File: src/hw/rtl/nhd_pkg.sv
// Package for the escaped name decoder: constants, types and the digit conversion.
// Used by the input stage, decoder, result queue and top level; depends on nothing.
package nhd_pkg;

    localparam logic [7:0] HASH_CHAR     = 8'h23;
    localparam logic [7:0] UPPER_A       = 8'h41;
    localparam logic [7:0] DIGIT_OFFSET  = 8'h30;
    localparam logic [7:0] LETTER_OFFSET = 8'h37;
    localparam logic [7:0] NIBBLE_MASK   = 8'h0F;

    localparam int FIFO_DEPTH = 4;
    localparam int FIFO_AW    = 2;
    localparam int FIFO_CW    = 3;

    typedef enum logic [1:0] {
        PH_NORMAL     = 2'd0,
        PH_AFTER_HASH = 2'd1,
        PH_AFTER_HIGH = 2'd2
    } nhd_phase_t;

    typedef struct packed {
        logic [7:0] data;
        logic       last;
    } nhd_beat_t;

    typedef struct packed {
        logic [1:0] count;
        nhd_beat_t  beat0;
        nhd_beat_t  beat1;
    } nhd_result_t;

    function automatic logic [7:0] digit_value(input logic [7:0] d);
        logic [7:0] off;
        off = (d < UPPER_A) ? DIGIT_OFFSET : LETTER_OFFSET;
        return d - off;
    endfunction

endpackage

File: src/hw/rtl/nhd_in_if.sv
// Input channel of the escaped name decoder: valid, ready and one escaped byte.
// Depends on nothing.
interface nhd_in_if;
    logic       valid;
    logic       ready;
    logic [7:0] in_byte;
    logic       in_last;

    modport source (output valid, output in_byte, output in_last, input ready);
    modport sink (input valid, input in_byte, input in_last, output ready);
endinterface

File: src/hw/rtl/nhd_out_if.sv
// Output channel of the escaped name decoder: valid, ready and one decoded byte.
// Depends on nothing.
interface nhd_out_if;
    logic       valid;
    logic       ready;
    logic [7:0] out_byte;
    logic       out_last;

    modport source (output valid, output out_byte, output out_last, input ready);
    modport sink (input valid, input out_byte, input out_last, output ready);
endinterface

File: src/hw/rtl/nhd_in_stage.sv
// Input register of the escaped name decoder.
// Depends on nhd_pkg and nhd_in_if.
module nhd_in_stage
    import nhd_pkg::*;
(
    input  logic       clk,
    input  logic       rst_n,
    nhd_in_if.sink     in_stream,
    input  logic       take,
    output logic       item_valid,
    output nhd_beat_t  item
);

    logic      valid_reg;
    logic      valid_next;
    nhd_beat_t item_reg;
    logic      load;

    assign in_stream.ready = !valid_reg || take;
    assign load            = in_stream.valid && in_stream.ready;
    assign valid_next      = load || (valid_reg && !take);

    always_ff @(posedge clk or negedge rst_n)
    begin
        if (!rst_n)
        begin
            valid_reg <= 1'b0;
        end
        else
        begin
            valid_reg <= valid_next;
        end
    end

    always_ff @(posedge clk)
    begin
        if (load)
        begin
            item_reg.data <= in_stream.in_byte;
            item_reg.last <= in_stream.in_last;
        end
    end

    assign item_valid = valid_reg;
    assign item       = item_reg;

endmodule

File: src/hw/rtl/nhd_decode.sv
// Escape decoder: the phase state machine and the held high digit.
// Depends on nhd_pkg.
module nhd_decode
    import nhd_pkg::*;
(
    input  logic        clk,
    input  logic        rst_n,
    input  nhd_beat_t   item,
    input  logic        fire,
    output nhd_result_t res
);

    nhd_phase_t phase_reg;
    nhd_phase_t phase_next;
    logic [7:0] high_reg;
    logic [7:0] high_next;
    logic [7:0] dv;

    always_comb
    begin
        dv         = digit_value(item.data);
        phase_next = PH_NORMAL;
        high_next  = high_reg;
        res        = '0;
        case (phase_reg)
            PH_AFTER_HASH:
            begin
                if (item.last)
                begin
                    res.count      = 2'd2;
                    res.beat0.data = HASH_CHAR;
                    res.beat0.last = 1'b0;
                    res.beat1.data = item.data;
                    res.beat1.last = 1'b1;
                end
                else
                begin
                    high_next  = {dv[3:0], 4'h0};
                    phase_next = PH_AFTER_HIGH;
                end
            end
            PH_AFTER_HIGH:
            begin
                res.count      = 2'd1;
                res.beat0.data = high_reg | (dv & NIBBLE_MASK);
                res.beat0.last = item.last;
            end
            default:
            begin
                if (item.data == HASH_CHAR && !item.last)
                begin
                    phase_next = PH_AFTER_HASH;
                end
                else
                begin
                    res.count      = 2'd1;
                    res.beat0.data = item.data;
                    res.beat0.last = item.last;
                end
            end
        endcase
    end

    always_ff @(posedge clk or negedge rst_n)
    begin
        if (!rst_n)
        begin
            phase_reg <= PH_NORMAL;
        end
        else if (fire)
        begin
            phase_reg <= phase_next;
        end
    end

    always_ff @(posedge clk)
    begin
        if (fire)
        begin
            high_reg <= high_next;
        end
    end

endmodule

File: src/hw/rtl/nhd_out_fifo.sv
// Result queue of the escaped name decoder: takes up to two beats a cycle, gives one while ready.
// Depends on nhd_pkg and nhd_out_if.
module nhd_out_fifo
    import nhd_pkg::*;
(
    input  logic               clk,
    input  logic               rst_n,
    input  logic               push,
    input  nhd_result_t        res,
    output logic [FIFO_CW-1:0] level,
    nhd_out_if.source          out_stream
);

    nhd_beat_t          mem_reg [FIFO_DEPTH];
    logic [FIFO_AW-1:0] wr_ptr_reg;
    logic [FIFO_AW-1:0] wr_ptr_next;
    logic [FIFO_AW-1:0] rd_ptr_reg;
    logic [FIFO_AW-1:0] rd_ptr_next;
    logic [FIFO_CW-1:0] level_reg;
    logic [FIFO_CW-1:0] level_next;
    logic [1:0]         push_n;
    logic               pop;

    assign push_n = push ? res.count : 2'd0;
    assign pop    = out_stream.valid && out_stream.ready;

    assign wr_ptr_next = wr_ptr_reg + FIFO_AW'(push_n);
    assign rd_ptr_next = rd_ptr_reg + FIFO_AW'(pop);
    assign level_next  = level_reg + FIFO_CW'(push_n) - FIFO_CW'(pop);

    always_ff @(posedge clk or negedge rst_n)
    begin
        if (!rst_n)
        begin
            wr_ptr_reg <= '0;
            rd_ptr_reg <= '0;
            level_reg  <= '0;
        end
        else
        begin
            wr_ptr_reg <= wr_ptr_next;
            rd_ptr_reg <= rd_ptr_next;
            level_reg  <= level_next;
        end
    end

    always_ff @(posedge clk)
    begin
        if (push_n != 2'd0)
        begin
            mem_reg[wr_ptr_reg] <= res.beat0;
        end
        if (push_n == 2'd2)
        begin
            mem_reg[wr_ptr_reg + FIFO_AW'(1)] <= res.beat1;
        end
    end

    assign level               = level_reg;
    assign out_stream.valid    = (level_reg != '0);
    assign out_stream.out_byte = mem_reg[rd_ptr_reg].data;
    assign out_stream.out_last = mem_reg[rd_ptr_reg].last;

endmodule

File: src/hw/rtl/name_hex_escape_decoder_core.sv
// Top level of the escaped name decoder: input register, decoder and result queue.
// Depends on nhd_pkg, nhd_in_if, nhd_out_if, nhd_in_stage, nhd_decode, nhd_out_fifo.
//
// The block takes an escaped name on in_stream, one byte per beat, with in_last
// on the final byte, and gives the decoded name on out_stream, one byte per beat,
// with out_last on the final decoded byte. A hash followed by two bytes becomes
// one byte; a hash followed by only one byte of the name passes through literally.
// A byte enters the input register at the edge that accepts it; it is decoded and
// queued at an edge at which the result queue has room for its result, and
// out_stream shows the head of that queue straight from the queue's registers.
// The block accepts one byte per cycle while the queue has room; a hash and final
// byte that give two literal beats are queued together, which the four-beat result
// queue absorbs. When the receiver stalls, the queue fills and in_stream.ready drops
// once the queue has no room for the next result; in_stream.ready never depends
// combinationally on out_stream.ready. Reset empties the queue and the input
// register and returns the decoder to plain bytes.
module name_hex_escape_decoder_core
    import nhd_pkg::*;
(
    input  logic      clk,
    input  logic      rst_n,
    nhd_in_if.sink    in_stream,
    nhd_out_if.source out_stream
);

    logic               item_valid;
    nhd_beat_t          item;
    nhd_result_t        res;
    logic [FIFO_CW-1:0] level;
    logic               fire;

    assign fire = item_valid && ((level + FIFO_CW'(res.count)) <= FIFO_CW'(FIFO_DEPTH));

    nhd_in_stage u_in_stage (
        .clk        (clk),
        .rst_n      (rst_n),
        .in_stream  (in_stream),
        .take       (fire),
        .item_valid (item_valid),
        .item       (item)
    );

    nhd_decode u_decode (
        .clk   (clk),
        .rst_n (rst_n),
        .item  (item),
        .fire  (fire),
        .res   (res)
    );

    nhd_out_fifo u_out_fifo (
        .clk        (clk),
        .rst_n      (rst_n),
        .push       (fire),
        .res        (res),
        .level      (level),
        .out_stream (out_stream)
    );

endmodule

File: src/flat_wrapper.sv
// flat-port wrapper written by rule: the top's interface ports become plain ports
module name_hex_escape_decoder_core_flat import nhd_pkg::*;
  (clk, rst_n, in_stream_valid, in_stream_in_byte, in_stream_in_last, in_stream_ready, out_stream_valid, out_stream_out_byte, out_stream_out_last, out_stream_ready);
  nhd_in_if in_stream_i ();
  nhd_out_if out_stream_i ();
  input  logic clk;
  input  logic rst_n;
  input wire logic [$bits(in_stream_i.valid)-1:0] in_stream_valid;
  input wire logic [$bits(in_stream_i.in_byte)-1:0] in_stream_in_byte;
  input wire logic [$bits(in_stream_i.in_last)-1:0] in_stream_in_last;
  output wire logic [$bits(in_stream_i.ready)-1:0] in_stream_ready;
  output wire logic [$bits(out_stream_i.valid)-1:0] out_stream_valid;
  output wire logic [$bits(out_stream_i.out_byte)-1:0] out_stream_out_byte;
  output wire logic [$bits(out_stream_i.out_last)-1:0] out_stream_out_last;
  input wire logic [$bits(out_stream_i.ready)-1:0] out_stream_ready;
  assign in_stream_i.valid = in_stream_valid;
  assign in_stream_i.in_byte = in_stream_in_byte;
  assign in_stream_i.in_last = in_stream_in_last;
  assign in_stream_ready = in_stream_i.ready;
  assign out_stream_valid = out_stream_i.valid;
  assign out_stream_out_byte = out_stream_i.out_byte;
  assign out_stream_out_last = out_stream_i.out_last;
  assign out_stream_i.ready = out_stream_ready;
  name_hex_escape_decoder_core u_core (.clk(clk), .rst_n(rst_n), .in_stream(in_stream_i), .out_stream(out_stream_i));
endmodule
File: config.mk
export PLATFORM = sky130hd
export DESIGN_NAME = name_hex_escape_decoder_core_flat
export DESIGN_NICKNAME = d
export VERILOG_FILES = /design/src/hw/rtl/nhd_pkg.sv /design/src/hw/rtl/nhd_in_if.sv /design/src/hw/rtl/nhd_out_if.sv /design/src/hw/rtl/nhd_in_stage.sv /design/src/hw/rtl/nhd_decode.sv /design/src/hw/rtl/nhd_out_fifo.sv /design/src/hw/rtl/name_hex_escape_decoder_core.sv /design/src/flat_wrapper.sv
export SDC_FILE = /design/constraint.sdc
export NUM_CORES = 1
export LEC_CHECK = 0
export BUFFER_PORTS_ARGS = -buffer_cell sky130_fd_sc_hd__buf_2
export CAP_MARGIN = 20
export CORE_MARGIN = 2
export CORE_UTILIZATION = 28
export DETAILED_ROUTE_END_ITERATION = 8
export GPL_ROUTABILITY_DRIVEN = 0
export GPL_TIMING_DRIVEN = 0
export HOLD_SLACK_MARGIN = 0.12
export SYNTH_ARGS = -nofsm -noshare
export SYNTH_HDL_FRONTEND = slang
export SYNTH_SLANG_ARGS = --single-unit
export TNS_END_PERCENT = 20
File: constraint.sdc
create_clock -name clk -period 9.1 [get_ports clk]
set_input_delay 0.91 -clock clk [delete_from_list [all_inputs] [get_ports clk]]
set_output_delay 0.91 -clock clk [all_outputs]
set_load 0.02 [all_outputs]
# After elaboration in Yosys (flattened, before gate mapping)
# Memories as Yosys holds them, arrays and structs flattened.
# Index checks and enable logic that the tools add are counted.
# classes
bitwise_logic	2
magnitude_cmp	2
n_mux	13
n_eq_ne	4
n_reduce_logical	13
addsub	7
# op_table
operator	n
$pmux 11 s2	1
$mux 20	1
$mux 10	1
$mux 9	1
$eq 8x6->1 const B	1
$lt 8x7->1 const B	1
$or 8x4->8	1
$add 3x2->3	2
$logic_and 1x1->1	5
$mux 1	5
$eq 2x2->1 const B	2
$mux 2	2
$pmux 2 s2	1
$sub 4x3->4	1
$le 3x3->1 const B	1
$logic_not 1->1	3
$mux 3	1
$reduce_and 3->1	1
$reduce_bool 3->1	1
$sub 3x1->3	1
$add 2x1->2	1
$add 2x1->2 const B	1
$add 2x2->2	1
$eq 2x1->1 const B	1
other kinds (3)	4
# totals
input_bits	13
memories	1
regBits	23
out_inout_bits	11
word_cells	50
ram_bits	36
# mem_list
name	depth	word_bits	read_ports	rd_ports_with_merged_regs	wr	line_no	rtl
u_core.u_out_fifo.mem_reg	4	9	1	0	2	nhd_out_fifo.sv:14	nhd_beat_t mem_reg [FIFO_DEPTH];

# Logic depth before layout (Yosys ltp)
# depth
word_depth	12
depth_mapped	19

# Modules after synthesis
# From an unflattened synthesis, not the netlist that was laid out.
# unflattened
cells_unflattened	215
hier_area_um2	3246.9
# modules_own_cells
mod	n_inst	cells_per_inst	area_per_inst_um2	seq_area_each_um2
nhd_out_fifo	1	130	2249.7	1256.2
nhd_decode	1	67	620.6	170.2
nhd_in_stage	1	13	324.1	295.3
name_hex_escape_decoder_core	1	5	52.6	0.0

# Worst setup path after synthesis
# OpenSTA, ideal clock, no wires.
# synth_timing
kind	reg2reg
startpoint	reg u_core.u_decode.phase_reg[1]
endpoint	reg u_core.u_out_fifo.level_reg[2], in the netlist u_core.u_out_fifo.level[2]
synth_period_minus_slack_ps	3673
arrival_time_ps	3550
path_buffers	1
required_time_ps	8977
path_stages_with_launch	19
path_slack_ps	5427
path_cell_list	dfrtp_1 > ha_1 > buf_2 > nor2_1 > a41o_2 > inv_4 > ha_1 > inv_1 > fa_1 > xnor2_1 > a21boi_0 > nand2_1 > ha_1 > inv_1 > ha_1 > inv_1 > fa_1 > xor2_1 > xnor2_1
# synth_via
elab_chain_cells	8
word_cells_on_any_way	9
classes_between	add/sub: 3; order compare: 1; eq/ne: 2; mux: 2; reduce/logical: 1
# synth_lines
item	line_no	rtl
from (decl)	nhd_decode.sv:13	nhd_phase_t phase_reg;
from (signal assigned)	nhd_decode.sv:72	phase_reg <= phase_next;
$eq 2x2->1 / $eq 2x1->1 (equally long branches)	nhd_decode.sv:25	case (phase_reg)
$pmux 11 s2 (*)	nhd_decode.sv:25	
$add 3x2->3	name_hex_escape_decoder_core.sv:32	assign fire = item_valid && ((level + FIFO_CW'(res.count)) <= FIFO_CW'(FIFO_DEPTH));
$le 3x3->1	name_hex_escape_decoder_core.sv:32	
$logic_and 1x1->1	name_hex_escape_decoder_core.sv:32	
$mux 2 (*)	nhd_out_fifo.sv:24	assign push_n = push ? res.count : 2'd0;
$add 3x2->3 (*)	nhd_out_fifo.sv:29	assign level_next = level_reg + FIFO_CW'(push_n) - FIFO_CW'(pop);
$sub 3x1->3 (*)	nhd_out_fifo.sv:29	
via u_core.u_out_fifo.level_next[2]	nhd_out_fifo.sv:20	logic [FIFO_CW-1:0] level_next;
to (signal assigned)	nhd_out_fifo.sv:43	level_reg <= level_next;
to (decl)	nhd_out_fifo.sv:19	logic [FIFO_CW-1:0] level_reg;
# The timed path passes the listed nets; every way through them passes the cells marked *.
# A chain may end at the register's enable or synchronous reset.

# Final worst setup path
# Same ends and word-level chain as after synthesis.

==> metrics.cfg <==
[logic_synthesis]
ys_ff_latch=59
syn_nets=260
yosys_warnings=0
yosys_most_used_dff=edfxtp_1
ys_seq_area_frac=0.580
syn_inst=233
synth.cell_area_sq_um=2970
synth-edff-count=49
synth.distinct_cells=41
synthArstFlopShare=0.169
syn_avg_cell_area_sq_um=12.7

[critical_path]
crit_path_start_kind=flip-flop
critical_path_class=reg -> reg
critPathBufInv=5
cp_slowest_cell=a21boi_0
worstPathCellList=ha_1, buf_2, nor2_1, a41o_2, inv_4, ha_1, inv_1, fa_1, xnor2_1, a21boi_0, nand2_1, ha_1, inv_1, ha_1, inv_1, fa_1, xor2_1, xnor2_1
cp_common_cell=ha_1
crit_path_end_kind=flip-flop
arrival_ns=4.40
cpPeakStageDelay_ns=0.57
crit_fanout=8
critical-path-top-delay-family=adder cells
required_ns=9.34

[finish]
layout_commonest_cell=edfxtp_1
final_cell_mix=49 x edfxtp_1, 26 x buf_2, 19 x o21ai_0, 17 x nand2_1, 16 x a21oi_1
nets=295
antenna_cells=0
largest_reg_flops=36
drive_gt1_frac=0.221
area_delta_synth_final_pct=17.1
fillCellCount=1021

[clock_network]
clk_pin_slew_ns=0.07
cts_tree=done
cts_root_buf=clkbuf_8
clock_path_buffers=2
clk_latency_ns=0.35
postCtsHoldBufs=0
cts_made_buffers=9
post_cts_buffers=0
clock-sinks=59
cts_resized=0
htreeDepth=3

[min_path]
holdCritPathClass=in -> async

[power_and_ir_drop]
finalPower_w=0.00120
p_leak_nw=1.23
ir_worst_vdd_mv=0.146
p_per_area_nw_per_um2=345

[route]
drtPass1Iterations=4
first_iter_violations=114
via_count=1936
drc=0
antenna_left=0
wire_per_inst_um=15.3
vias_per_cell=4.75
wirelength_um=6250

[grt]
grt_pass1_wl_um=10200
grt_pass1_vias=1924
grt_max_degree=11
grt_overflow_total=0
antenna_found_initial=0
global_route.usage.total=0.122

[placement]
post-place-ws_ns=4.96
port_buffers=23
post-dp-hpwl_um=4450

[sta]
hold_viol=0
setup_slack_ns=4.94
tns_ns=0
rsz0062_at_grt=no
final_max_slew_viol_count=0
min_period_ns=4.16
skew_ns=0.00987
period_share=0.457
worst_slew_margin_rel=0.318
tightest_slew_ns=1.02
fmax_mhz=240
setup_violations=0

[floorplanning]
core_sq_um=10300
pin_count=24
start_util=0.287
dieWidth_um=107
die_y_um=107
rows=37
dieArea_sq_um=11400

[run_status]
status=complete, no violations

[job]
max-cap-violations=0

cell families (layout without fill, tap and decap cells):
family | Yosys count | after routing | synth area share
flops | 59 | 59 | 0.580
buf+inv | 24 | 63 | 0.0329
compound gates | 62 | 62 | 0.119
simple gates | 56 | 56 | 0.107
fa+ha+maj | 14 | 14 | 0.0666
xor+xnor | 9 | 9 | 0.0266
mux | 9 | 9 | 0.0683
worst paths after layout:
kind	start	endpoint	slack, ns	cells after the start
min in group clk	u_core.u_out_fifo.rd_ptr_reg[0]	u_core.u_out_fifo.rd_ptr_reg[0]	0.50	1
max reg2reg	u_core.u_decode.phase_reg[1]	u_core.u_out_fifo.level[2]	4.94	18
min reg2reg	u_core.u_out_fifo.rd_ptr_reg[0]	u_core.u_out_fifo.rd_ptr_reg[0]	0.50	1
max in group asynchronous	rst_n	u_core.u_decode.phase_reg[1]	8.49	1
max	u_core.u_decode.phase_reg[1]	u_core.u_out_fifo.level[2]	4.94	18
min	rst_n	u_core.u_out_fifo.level[0]	0.41	1
synth_stat cells, types with 2 or more instances:
library cell  count  area, sq um
edfxtp_1         49         1470
o21ai_0          19         95.1
nand2_1          17         63.8
a21oi_1          16         80.1
inv_1            15         56.3
ha_1             11          138
dfrtp_1          10          250
o21ai_1          10         50.1
mux4_2            9          203
a31oi_1           6         37.5
and2_1            6         37.5
nand3_1           6         30.0
nand2b_1          5         31.3
nor2b_1           5         31.3
xnor2_1           5         43.8
a22oi_1           4         30.0
nor3_1            4         20.0
xor2_1            4         35.0
buf_2             3         15.0
clkbuf_1          3         11.3
fa_1              3         60.1
a21o_1            2         15.0
nor2_1            2         7.51
nor3b_1           2         15.0
area by class of cell:
cell class	instances	area, sq um	share of cell area
inverters	16	62.6	0.0180
repair buffers	24	123	0.0353
flip-flops and latches	59	1720	0.495
well taps	136	170	0.0490
clock buffers	9	124	0.0356
multi-input cells	150	1160	0.333
clock inverters	6	81.3	0.0234
plain buffers	8	35.0	0.0101
worst reg2reg max path: cells and delay by family, from the launching register on:
family                     cells  cell delay [ns]
AOI/OAI and AO/OA              2             0.85
xor gates and xnor gates       3             0.50
adders and majority gates      6             1.64
buffers and inverters          5             0.43
DFF                            1             0.39
and+or+nand+nor                2             0.25
routing by layer:
layer  GRT usage  vias up  share of wire
li1            -      942              -
met1       0.154      926           0.43
met2       0.195       59           0.49
met3      0.0347        9          0.060
met4      0.0557        0          0.013
met5           0        -              0
per-stage QoR:
step | instance area, sq um | std cells | hold slack [ns] | utilization
floorplan | 2970 | 233 | 0.473 | -
global placement | 3250 | 392 | 0.484 | 0.315
CTS | 3470 | 407 | 0.400 | 0.336
finish | 3480 | 408 | 0.409 | 0.337
global route | 3480 | 408 | 0.418 | 0.337
detailed placement | 3260 | 392 | 0.489 | 0.316
report_power, final:
group / leakage, nW / internal, W / switching, W
Clock: 0.103 / 0.000150 / 0.000103
Sequential: 0.572 / 0.000408 / 0.0000434
Combinational: 0.558 / 0.000189 / 0.000303
No activity file was read; power rests on OpenSTA's default activity.
